==> config.mk <==
export PLATFORM = sky130hd
export DESIGN_NAME = link_connect_backoff_fsm_unit
export DESIGN_NICKNAME = d
export VERILOG_FILES = /design/src/rtl/core/lcb_pkg.sv /design/src/rtl/core/link_connect_backoff_fsm_unit.sv
export VERILOG_INCLUDE_DIRS = /design/src /design/src/rtl/core
export SDC_FILE = /design/constraint.sdc
export NUM_CORES = 1
export LEC_CHECK = 0
export BUFFER_PORTS_ARGS = -buffer_cell sky130_fd_sc_hd__buf_2
export CAP_MARGIN = 10
export CORE_MARGIN = 4
export CORE_UTILIZATION = 40
export DETAILED_ROUTE_END_ITERATION = 10
export PLACE_DENSITY = 0.67
export SLEW_MARGIN = 0
export SYNTH_ARGS = -nofsm -noshare
export SYNTH_HDL_FRONTEND = slang
export SYNTH_SLANG_ARGS = --single-unit
==> constraint.sdc <==
create_clock -name clk_i -period 6.7 [get_ports clk_i]
set_input_delay 0.67 -clock clk_i [delete_from_list [all_inputs] [get_ports clk_i]]
set_output_delay 0.67 -clock clk_i [all_outputs]
set_load 0.05 [all_outputs]
==> src/rtl/core/assert_macros.svh <==
// Assertion macros shared by the RTL in this folder.
// No dependencies; expects clk_i and rst_ni in the including module.
`ifndef ASSERT_MACROS_SVH
`define ASSERT_MACROS_SVH

// Property must hold at every clock edge out of reset.
`define ASSERT_ALWAYS(lbl, prop, msg) \
  lbl: assert property (@(posedge clk_i) disable iff (!rst_ni) (prop)) else $error(msg);

// Antecedent in this cycle implies consequent in the same cycle.
`define ASSERT_IMPLY(lbl, ante, cons, msg) \
  lbl: assert property (@(posedge clk_i) disable iff (!rst_ni) (ante) |-> (cons)) \
    else $error(msg);

// Antecedent in this cycle implies consequent in the next cycle.
`define ASSERT_NEXT(lbl, ante, cons, msg) \
  lbl: assert property (@(posedge clk_i) disable iff (!rst_ni) (ante) |=> (cons)) \
    else $error(msg);

`endif

==> src/rtl/core/lcb_pkg.sv <==
// Package for the link connect backoff FSM: types, codes and register resets.
// No dependencies.
package lcb_pkg;

  localparam int unsigned TimeW  = 18;
  localparam int unsigned ShiftW = 4;
  localparam int unsigned RetryW = 5;
  localparam int unsigned CfgIdxW = 3;
  localparam int unsigned WideW  = TimeW + (1 << ShiftW) - 1;

  // Register indexes on the configuration port
  localparam logic [CfgIdxW-1:0] CFG_CONNECT_TIMEOUT = 3'd0;
  localparam logic [CfgIdxW-1:0] CFG_BACKOFF_BASE    = 3'd1;
  localparam logic [CfgIdxW-1:0] CFG_BACKOFF_MAX     = 3'd2;
  localparam logic [CfgIdxW-1:0] CFG_MAX_SHIFT       = 3'd3;
  localparam logic [CfgIdxW-1:0] CFG_AUTHORIZE_DELAY = 3'd4;

  // Register reset values
  localparam logic [TimeW-1:0]  RST_CONNECT_TIMEOUT = 18'd15000;
  localparam logic [TimeW-1:0]  RST_BACKOFF_BASE    = 18'd5000;
  localparam logic [TimeW-1:0]  RST_BACKOFF_MAX     = 18'd60000;
  localparam logic [ShiftW-1:0] RST_MAX_SHIFT       = 4'd6;
  localparam logic [TimeW-1:0]  RST_AUTHORIZE_DELAY = 18'd3000;

  // Input opcodes
  localparam logic [1:0] OP_TICK  = 2'd0;
  localparam logic [1:0] OP_START = 2'd1;
  localparam logic [1:0] OP_PROV  = 2'd2;

  // Radio status
  localparam logic [1:0] LS_PENDING   = 2'd0;
  localparam logic [1:0] LS_CONNECTED = 2'd1;
  localparam logic [1:0] LS_FAILED    = 2'd2;

  // Reported link state
  localparam logic [1:0] LINK_DISC       = 2'd0;
  localparam logic [1:0] LINK_CONNECTING = 2'd1;
  localparam logic [1:0] LINK_CONNECTED  = 2'd2;
  localparam logic [1:0] LINK_RECONN     = 2'd3;

  // Connect stage
  localparam logic [1:0] STG_NONE        = 2'd0;
  localparam logic [1:0] STG_CONNECTING  = 2'd1;
  localparam logic [1:0] STG_AUTHORIZING = 2'd2;
  localparam logic [1:0] STG_CONNECTED   = 2'd3;

  typedef enum logic [2:0] {
    EV_NONE      = 3'd0,
    EV_ATTEMPT   = 3'd1,
    EV_CONNECTED = 3'd2,
    EV_FAILED    = 3'd3,
    EV_TIMEOUT   = 3'd4,
    EV_LINK_LOST = 3'd5,
    EV_PROV      = 3'd6
  } event_e;

  typedef enum logic [3:0] {
    ST_DISC       = 4'b0001,
    ST_CONNECTING = 4'b0010,
    ST_CONNECTED  = 4'b0100,
    ST_RECONN     = 4'b1000
  } conn_state_e;

endpackage

==> src/rtl/core/link_connect_backoff_fsm_unit.sv <==
// Link connection manager with exponential backoff reconnect.
// Depends on lcb_pkg and assert_macros.svh.
//
//  channel  | direction | handshake                | payload
//  ---------+-----------+--------------------------+-------------------------------------
//  in       | sink      | in_valid_i / in_ready_o  | op, link_status, creds, prov done
//  out      | source    | out_valid_o / out_ready_i| state, mode, retries, stage, pulses
//  cfg      | sink      | cfg_valid_i / cfg_ready_o| cfg_index_i, cfg_data_i
//
// One item per cycle sustained while out_ready_i stays high; results are held in the result register.
// Input register -> combinational FSM update and backoff shift/compare -> result register.
// A stalled result stops the input register only once it is full.
// Reset clears the FSM, counters, mode and handshake flags; registers take their defaults.
// Config writes are always taken (cfg_ready_o tied high); unknown indexes are dropped.
`include "assert_macros.svh"

module link_connect_backoff_fsm_unit (
  input  logic                         clk_i,
  input  logic                         rst_ni,
  // Input items
  input  logic                         in_valid_i,
  output logic                         in_ready_o,
  input  logic [1:0]                   op_i,
  input  logic [1:0]                   link_status_i,
  input  logic                         creds_present_i,
  input  logic                         provisioning_done_i,
  // Results
  output logic                         out_valid_o,
  input  logic                         out_ready_i,
  output logic [1:0]                   link_state_o,
  output logic                         provisioning_mode_o,
  output logic [lcb_pkg::RetryW-1:0]   retry_count_o,
  output logic [1:0]                   connect_stage_o,
  output logic                         start_attempt_o,
  output logic                         start_provisioning_o,
  output logic [2:0]                   event_code_o,
  // Configuration writes
  input  logic                         cfg_valid_i,
  output logic                         cfg_ready_o,
  input  logic [lcb_pkg::CfgIdxW-1:0]  cfg_index_i,
  input  logic [lcb_pkg::TimeW-1:0]    cfg_data_i
);
  import lcb_pkg::*;

  // Configuration registers
  logic [TimeW-1:0]  timeout_q, base_q, max_q, auth_delay_q;
  logic [ShiftW-1:0] max_shift_q;

  // Input register
  logic       in_vld_q;
  logic [1:0] op_q, status_q;
  logic       creds_q, done_q;

  // FSM state
  conn_state_e       conn_q, conn_d;
  logic              prov_q, prov_d;
  logic [RetryW-1:0] retries_q, retries_d;
  logic [TimeW-1:0]  elapsed_q, elapsed_d;
  logic [TimeW-1:0]  wait_q, wait_d;

  // Result register
  logic              out_vld_q;
  logic [1:0]        link_state_q, stage_q;
  logic              prov_out_q, pulse_att_q, pulse_prov_q;
  logic [RetryW-1:0] retries_out_q;
  event_e            event_q;

  // Combinational update results
  logic              pulse_att, pulse_prov;
  event_e            event_d;
  logic [1:0]        link_state_d, stage_d;
  logic              advance;

  // Backoff scheduling
  logic [RetryW-1:0] retry_src, retry_inc, retry_lim, retries_sched;
  logic [ShiftW-1:0] shamt;
  logic [WideW-1:0]  wait_wide;
  logic [TimeW-1:0]  wait_sched;
  logic [TimeW-1:0]  elapsed_tick, wait_tick;

  // Handshakes: the input register moves on whenever the result register is free
  assign advance     = in_vld_q && (!out_vld_q || out_ready_i);
  assign in_ready_o  = !in_vld_q || advance;
  assign cfg_ready_o = 1'b1;

  always_ff @(posedge clk_i or negedge rst_ni) begin
    if (!rst_ni) begin
      timeout_q    <= RST_CONNECT_TIMEOUT;
      base_q       <= RST_BACKOFF_BASE;
      max_q        <= RST_BACKOFF_MAX;
      max_shift_q  <= RST_MAX_SHIFT;
      auth_delay_q <= RST_AUTHORIZE_DELAY;
    end else if (cfg_valid_i) begin
      unique case (cfg_index_i)
        CFG_CONNECT_TIMEOUT: timeout_q    <= cfg_data_i;
        CFG_BACKOFF_BASE:    base_q       <= cfg_data_i;
        CFG_BACKOFF_MAX:     max_q        <= cfg_data_i;
        CFG_MAX_SHIFT:       max_shift_q  <= cfg_data_i[ShiftW-1:0];
        CFG_AUTHORIZE_DELAY: auth_delay_q <= cfg_data_i;
        default: ;
      endcase
    end
  end

  // Input register
  always_ff @(posedge clk_i or negedge rst_ni) begin
    if (!rst_ni) begin
      in_vld_q <= 1'b0;
    end else if (in_ready_o) begin
      in_vld_q <= in_valid_i;
    end
  end

  always_ff @(posedge clk_i) begin
    if (in_valid_i && in_ready_o) begin
      op_q     <= op_i;
      status_q <= link_status_i;
      creds_q  <= creds_present_i;
      done_q   <= provisioning_done_i;
    end
  end

  // Retry wait: base << min(retries, max_shift), capped. A lost link counts from zero.
  always_comb begin
    retry_src = (conn_q == ST_CONNECTED) ? '0 : retries_q;
    shamt     = (retry_src < {1'b0, max_shift_q}) ? retry_src[ShiftW-1:0] : max_shift_q;
    wait_wide = {{(WideW-TimeW){1'b0}}, base_q} << shamt;
    wait_sched = (wait_wide > {{(WideW-TimeW){1'b0}}, max_q}) ? max_q : wait_wide[TimeW-1:0];
    retry_lim  = {1'b0, max_shift_q} + RetryW'(1);
    retry_inc  = retry_src + RetryW'(1);
    retries_sched = (retry_inc < retry_lim) ? retry_inc : retry_lim;
  end

  // Time advance on a tick
  assign elapsed_tick = (conn_q == ST_CONNECTING && elapsed_q != '1) ?
                        elapsed_q + TimeW'(1) : elapsed_q;
  assign wait_tick    = (wait_q != '0) ? wait_q - TimeW'(1) : wait_q;

  // Main FSM update
  always_comb begin
    conn_d     = conn_q;
    prov_d     = prov_q;
    retries_d  = retries_q;
    elapsed_d  = elapsed_q;
    wait_d     = wait_q;
    pulse_att  = 1'b0;
    pulse_prov = 1'b0;
    event_d    = EV_NONE;
    unique case (op_q)
      OP_TICK: begin
        elapsed_d = elapsed_tick;
        wait_d    = wait_tick;
        if (prov_q) begin
          if (done_q) begin
            prov_d    = 1'b0;
            retries_d = '0;
            conn_d    = ST_CONNECTING;
            elapsed_d = '0;
            pulse_att = 1'b1;
            event_d   = EV_ATTEMPT;
          end
        end else begin
          unique case (conn_q)
            ST_DISC, ST_RECONN: begin
              if (creds_q && wait_tick == '0) begin
                conn_d    = ST_CONNECTING;
                elapsed_d = '0;
                pulse_att = 1'b1;
                event_d   = EV_ATTEMPT;
              end
            end
            ST_CONNECTING: begin
              priority if (status_q == LS_CONNECTED) begin
                conn_d    = ST_CONNECTED;
                retries_d = '0;
                event_d   = EV_CONNECTED;
              end else if (status_q == LS_FAILED) begin
                conn_d    = ST_DISC;
                retries_d = retries_sched;
                wait_d    = wait_sched;
                event_d   = EV_FAILED;
              end else if (elapsed_tick >= timeout_q) begin
                conn_d    = ST_DISC;
                retries_d = retries_sched;
                wait_d    = wait_sched;
                event_d   = EV_TIMEOUT;
              end else begin
                // attempt still pending
              end
            end
            ST_CONNECTED: begin
              if (status_q != LS_CONNECTED) begin
                conn_d    = ST_RECONN;
                retries_d = retries_sched;
                wait_d    = wait_sched;
                event_d   = EV_LINK_LOST;
              end
            end
            default: ;
          endcase
        end
      end
      OP_START: begin
        if (!creds_q) begin
          if (!prov_q) begin
            prov_d     = 1'b1;
            conn_d     = ST_DISC;
            pulse_prov = 1'b1;
            event_d    = EV_PROV;
          end
        end else begin
          prov_d    = 1'b0;
          retries_d = '0;
          conn_d    = ST_CONNECTING;
          elapsed_d = '0;
          pulse_att = 1'b1;
          event_d   = EV_ATTEMPT;
        end
      end
      OP_PROV: begin
        if (!prov_q) begin
          prov_d     = 1'b1;
          conn_d     = ST_DISC;
          pulse_prov = 1'b1;
          event_d    = EV_PROV;
        end
      end
      default: ;  // unused opcode: no effect
    endcase
  end

  // Reported state and stage after the update
  always_comb begin
    link_state_d = LINK_DISC;
    stage_d      = STG_NONE;
    unique case (conn_d)
      ST_DISC:   link_state_d = LINK_DISC;
      ST_RECONN: link_state_d = LINK_RECONN;
      ST_CONNECTING: begin
        link_state_d = LINK_CONNECTING;
        stage_d      = (elapsed_d < auth_delay_q) ? STG_CONNECTING : STG_AUTHORIZING;
      end
      ST_CONNECTED: begin
        link_state_d = LINK_CONNECTED;
        stage_d      = STG_CONNECTED;
      end
      default: ;
    endcase
  end

  // State registers follow each transfer out of the input register
  always_ff @(posedge clk_i or negedge rst_ni) begin
    if (!rst_ni) begin
      conn_q    <= ST_DISC;
      prov_q    <= 1'b0;
      retries_q <= '0;
      elapsed_q <= '0;
      wait_q    <= '0;
    end else if (advance) begin
      conn_q    <= conn_d;
      prov_q    <= prov_d;
      retries_q <= retries_d;
      elapsed_q <= elapsed_d;
      wait_q    <= wait_d;
    end
  end

  // Result register
  always_ff @(posedge clk_i or negedge rst_ni) begin
    if (!rst_ni) begin
      out_vld_q <= 1'b0;
    end else if (advance) begin
      out_vld_q <= 1'b1;
    end else if (out_ready_i) begin
      out_vld_q <= 1'b0;
    end
  end

  always_ff @(posedge clk_i) begin
    if (advance) begin
      link_state_q  <= link_state_d;
      stage_q       <= stage_d;
      prov_out_q    <= prov_d;
      retries_out_q <= retries_d;
      pulse_att_q   <= pulse_att;
      pulse_prov_q  <= pulse_prov;
      event_q       <= event_d;
    end
  end

  assign out_valid_o          = out_vld_q;
  assign link_state_o         = link_state_q;
  assign provisioning_mode_o  = prov_out_q;
  assign retry_count_o        = retries_out_q;
  assign connect_stage_o      = stage_q;
  assign start_attempt_o      = pulse_att_q;
  assign start_provisioning_o = pulse_prov_q;
  assign event_code_o         = event_q;

  // Result shape that must go with an attempt pulse
  logic attempt_ok;
  assign attempt_ok = (link_state_q == LINK_CONNECTING) && (event_q == EV_ATTEMPT);

  `ASSERT_NEXT(a_adv_fills_out, advance, out_vld_q, "result register not loaded on transfer")
  `ASSERT_IMPLY(a_pulses_excl, out_vld_q, !(pulse_att_q && pulse_prov_q), "both pulses set")
  `ASSERT_IMPLY(a_attempt_stage, out_vld_q && pulse_att_q, attempt_ok, "attempt pulse mismatch")
  `ASSERT_ALWAYS(a_retry_bound, retries_q <= RetryW'(16), "retry count above saturation")

endmodule

==> qor_table.md <==
| Group | Item | Reported |
| --- | --- | --- |
| route | Total number of vias | 9,245 |
| worst setup path | Critical Path End Type | flop |
| timing | Maximum achievable frequency | 162.7 MHz |
| timing | Headroom to the max-slew limit | 40.12% |
| yosys | Number of flops mapped to enable cells by yosys | 21 |
| yosys | Cell count after synthesis | 1,238 |
| grt | Global-route congestion overflow total | 0 |
| clocking | Htree depth | 4 |
| power and ir drop | Combinational cell fraction of total power | 50.3% |
| finish | Most common cell after layout, fill and taps aside | sky130_fd_sc_hd__nand2_1 |
| timing | Period utilisation layout | 91.73% |
| yosys | Cell area after synthesis | 10,630 sq um |
| yosys | Synthesis-stage register bit count | 145 |
| timing | Final critical-path required period | 6146 ps |
| timing | Worst Tran Pin Value | 894.0 ps |
| grt | Number of global-route vias before repair | 8,447 |
| route | Length of the first detailed-routing pass in iterations | 5 |
| power and ir drop | Switching share of total power | 44.30% |
| power and ir drop | Power per cell area | 387.0 nW/um^2 |
| place | I/O Buffers | 48 |
| route | Number of nets with antenna violations after detailed routing | 0 |
| grt | Global routing's busiest layer | met2 |
| grt | Global-route wire length before repair | 46,720 microns |
| clocking | CTS hold repair buffers | 0 |
| run status | Result of the run | finished, final reports clean |
| power and ir drop | Clock power share | 20.1% |
| worst setup path | Startpoint type of the worst setup path | flop |
| clocking | Clock tree buffer depth | 2 |
| place | Final GP Congestion | 0.9407 |
| grt | Number of antenna violations at the first check in global routing | 0 |
| finish | Number of inserted diodes | 0 |
| finish | FILL cells | 2,594 |
| clocking | Clock-pin slew reported for the worst setup and hold paths after clock tree synthesis | 70 ps |
| timing | Unrepaired setup endpoints after global routing | false |
| yosys | Sequential-to-total area share from yosys stat | 35.48% |
| finish | Finished Layout Cells | 1,601 |
| floorplanning | Die Y | 171.0 microns |
| finish | Leading cell types in the layout, fill and taps excluded | sky130_fd_sc_hd__nand2_1 (162), sky130_fd_sc_hd__o21ai_0 (126), sky130_fd_sc_hd__dfrtp_1 (95), sky130_fd_sc_hd__nor2_1 (89), sky130_fd_sc_hd__inv_1 (75) |
| finish | Count of nets after finishing | 1,354 |
| place | HPWL Detailed | 21,700 microns |
| timing | Number of hold-slack violations in the final timing report | 0 |
| grt | Met1 usage in global routing | 28.94% |
| power and ir drop | Leakage power total | 0.005062 uW |
| yosys | Most used flip-flop cell after synthesis | sky130_fd_sc_hd__dfrtp_1 |
| power and ir drop | Cell internal power dissipation | 2517 uW |
| yosys | Number of nets produced by synthesis | 1,339 |
| route | Number of violations reported at the end of detailed-routing iteration 0 | 761 |
| yosys | Number of warnings printed during yosys synthesis | 0 |
| clocking | CTS tree | built |
| yosys | Share of async-settable or async-resettable flops after synthesis | 85.52% |
| clocking | CTS root buf | sky130_fd_sc_hd__clkbuf_16 |
| power and ir drop | IR Drop Worst-Case VDD | 0.2221 mV |
| route | WL per Instance | 18.14 microns |
| worst setup path | Required time at the endpoint of the critical path | 7010 ps |
| power and ir drop | Reg power frac | 29.6% |
| route | DRC errors left | 0 |
| grt | Largest net degree at the start of global routing | 67 |
| flow run | Max-cap violations | 0 |
| worst setup path | Path type of the worst setup path | reg -> reg |
| power and ir drop | Switching Power | 2002 uW |
| place | Cell Count Post-Placement | 1,569 |
| route | Average vias per placed instance | 5.775 |
| clocking | Clock network latency to the later pin of the worst-skew pair | 440 ps |
| clocking | TritonCTS buffer count | 17 |
| floorplanning | FP Rows | 59 |
| yosys | Per-instance average area after synthesis | 8.583 sq um |
| grt | Met2 usage in global routing | 31.14% |
| finish | Post-synthesis to final-layout area growth | 9.892% |
| grt | Gr usage total | 19.90% |
| finish | Fraction of final layout cells with drive strength greater than 1 | 14.93% |
| clocking | Clock tree sinks | 145 |
| floorplanning | Io pins | 50 |
| floorplanning | Horizontal die dimension | 171.0 microns |
| floorplanning | Die area | 29,230 sq um |
| worst setup path | Data arrival at the endpoint of the critical path | 6460 ps |
| yosys | Netlist cell types | 86 |
| timing | Total setup violations reported at the end of the flow | 0 |
| floorplanning | Initial core utilization | 40.66% |
| timing | Setup TNS | 0 ps |
| route | Aggregate routed wire length | 29,050 microns |
| power and ir drop | Design Power | 4519 uW |
| grt | Routing usage on met3 | 2.588% |
| worst hold path | Type of the worst min-delay path | in -> async |
| floorplanning | Placeable core region | 26,130 sq um |
| worst setup path | Worst-path fanout max | 29 |
| timing | Worst clock skew | 12.88 ps |
| timing | Final max-slew violation count | 0 |
[cell families after synthesis]
group / Yosys count / synth area share [%]
AOI/OAI and AO/OA: 337 / 20.60
xor gates and xnor gates: 28 / 2.308
adders and majority gates: 70 / 8.220
buffers and inverters: 151 / 6.418
DFF: 145 / 35.48
muxes: 82 / 8.184
other: 1 / 0.03529
and+or+nand+nor: 424 / 18.76
[power groups by stage]
stage	clock, uW	combinational, uW	sequential (uW)
floorplan	0	1800	1280
global placement	0	2200	1340
detailed placement	0	2230	1350
CTS	925	2250	1330
global route	962	2530	1370
finish	907	2270	1340
[cells in the mapped netlist, types with 4 or more instances]
cell type | instances | area [sq um]
sky130_fd_sc_hd__a211oi_1 | 15 | 112.6
sky130_fd_sc_hd__a21o_1 | 21 | 157.7
sky130_fd_sc_hd__a21oi_1 | 56 | 280.3
sky130_fd_sc_hd__a221o_1 | 4 | 40.04
sky130_fd_sc_hd__a221oi_1 | 5 | 43.79
sky130_fd_sc_hd__a22oi_1 | 8 | 60.06
sky130_fd_sc_hd__a31oi_1 | 5 | 31.28
sky130_fd_sc_hd__a32o_1 | 10 | 100.1
sky130_fd_sc_hd__and2_1 | 10 | 62.56
sky130_fd_sc_hd__and3_1 | 10 | 62.56
sky130_fd_sc_hd__buf_1 | 4 | 15.01
sky130_fd_sc_hd__buf_2 | 11 | 55.05
sky130_fd_sc_hd__buf_6 | 6 | 67.56
sky130_fd_sc_hd__clkbuf_1 | 48 | 180.2
sky130_fd_sc_hd__dfrtp_1 | 95 | 2377
sky130_fd_sc_hd__dfstp_2 | 29 | 762.0
sky130_fd_sc_hd__edfxtp_1 | 21 | 630.6
sky130_fd_sc_hd__ha_1 | 69 | 863.3
sky130_fd_sc_hd__inv_1 | 75 | 281.5
sky130_fd_sc_hd__mux2_2 | 32 | 360.4
sky130_fd_sc_hd__mux2i_1 | 48 | 480.5
sky130_fd_sc_hd__nand2_1 | 162 | 608.1
sky130_fd_sc_hd__nand2b_1 | 22 | 137.6
sky130_fd_sc_hd__nand3_1 | 30 | 150.1
sky130_fd_sc_hd__nand3b_1 | 4 | 30.03
sky130_fd_sc_hd__nand4_1 | 10 | 62.56
sky130_fd_sc_hd__nor2_1 | 89 | 334.1
sky130_fd_sc_hd__nor2b_1 | 12 | 75.07
sky130_fd_sc_hd__nor3_1 | 42 | 210.2
sky130_fd_sc_hd__nor4_1 | 5 | 31.28
sky130_fd_sc_hd__o211ai_1 | 10 | 75.07
sky130_fd_sc_hd__o21a_1 | 7 | 52.55
sky130_fd_sc_hd__o21ai_0 | 126 | 630.6
sky130_fd_sc_hd__o221ai_1 | 5 | 43.79
sky130_fd_sc_hd__o22ai_1 | 5 | 31.28
sky130_fd_sc_hd__o311ai_0 | 5 | 43.79
sky130_fd_sc_hd__o31a_1 | 5 | 43.79
sky130_fd_sc_hd__o31ai_1 | 16 | 120.1
sky130_fd_sc_hd__or2_2 | 6 | 37.54
sky130_fd_sc_hd__xnor2_1 | 17 | 148.9
sky130_fd_sc_hd__xor2_1 | 11 | 96.34
[timing repair]
action,CTS,global route
endpoints found under the hold margin,0,0
setup buffers,0,0
resized for setup,0,1
setup endpoints to repair,0,11
[state kept, by name (all words and copies together), names as in the netlist]
signal                cells
auth_delay_q             18
base_q                   18
elapsed_q                18
max_q                    18
timeout_q                18
wait_q                   18
retries_q                 5
retry_count_o             5
conn_q                    4
max_shift_q               4
event_code_o              3
connect_stage_o           2
link_state_o              2
op_q                      2
status_q                  2
creds_q                   1
done_q                    1
in_vld_q                  1
out_valid_o               1
prov_q                    1
provisioning_mode_o       1
start_attempt_o           1
start_provisioning_o      1
[per-stage QoR]
stage	area (sq um)	hold slack [ps]	setup WS, ps	util [%]
after floorplan	10630	374.4	1346	-
after global placement	11120	464.4	645.2	42.55
after detailed placement	11120	477.7	468.5	42.55
after CTS	11670	360.9	440.8	44.66
after global routing	11680	395.5	120.3	44.68
final	11680	333.7	554.0	44.68
[worst max-delay path, cell delays in order, from the launching register on]
cell                        delay [ps]
sky130_fd_sc_hd__dfrtp_1           520
sky130_fd_sc_hd__or4b_4            590
sky130_fd_sc_hd__and2_1            230
sky130_fd_sc_hd__ha_1              330
sky130_fd_sc_hd__o21ai_0           110
sky130_fd_sc_hd__a221oi_2          390
sky130_fd_sc_hd__a2bb2oi_4         430
sky130_fd_sc_hd__buf_4             420
sky130_fd_sc_hd__mux2i_1           150
sky130_fd_sc_hd__nor2b_1           160
sky130_fd_sc_hd__a211oi_1          300
sky130_fd_sc_hd__a21oi_1           100
sky130_fd_sc_hd__ha_1              320
sky130_fd_sc_hd__a21oi_1           140
sky130_fd_sc_hd__nor2b_1            60
sky130_fd_sc_hd__o21ai_0           140
sky130_fd_sc_hd__nand2b_1           70
sky130_fd_sc_hd__a21oi_1           190
sky130_fd_sc_hd__o311ai_0          170
sky130_fd_sc_hd__a211oi_1          240
sky130_fd_sc_hd__o2111a_2          390
sky130_fd_sc_hd__nor2_1            170
sky130_fd_sc_hd__a221o_1           370
[path summary, 6_finish.rpt]
check                      depth (start not counted)           end  slack (ps)      start
max in group asynchronous                          2  retries_q[2]        5040     rst_ni
hold reg to reg                                    1   out_valid_o         490   in_vld_q
hold / removal                                     1     base_q[2]         330     rst_ni
setup / recovery                                  22    wait_q[12]         550  conn_q[2]
min in group clk_i                                 1       op_q[0]         400    op_i[0]
setup reg to reg                                  22    wait_q[12]         550  conn_q[2]
[layout make-up]
type	count	area [sq um]	area share, %
Clock buffer	17	425.4	3.643
Sequential cell	145	3770	32.29
Timing Repair Buffer	70	407.9	3.493
Inverter	77	289.0	2.475
Tap cell	335	419.2	3.590
Clock inverter	15	126.4	1.082
Multi-Input combinational cell	942	6238	53.43
[routing by layer]
metal,up-vias,share of wire (%)
met2,275,46
met3,37,4.7
met1,4456,47
li1,4477,-
met4,0,2.0
met5,-,0
Power figures use the tool's default switching activity.
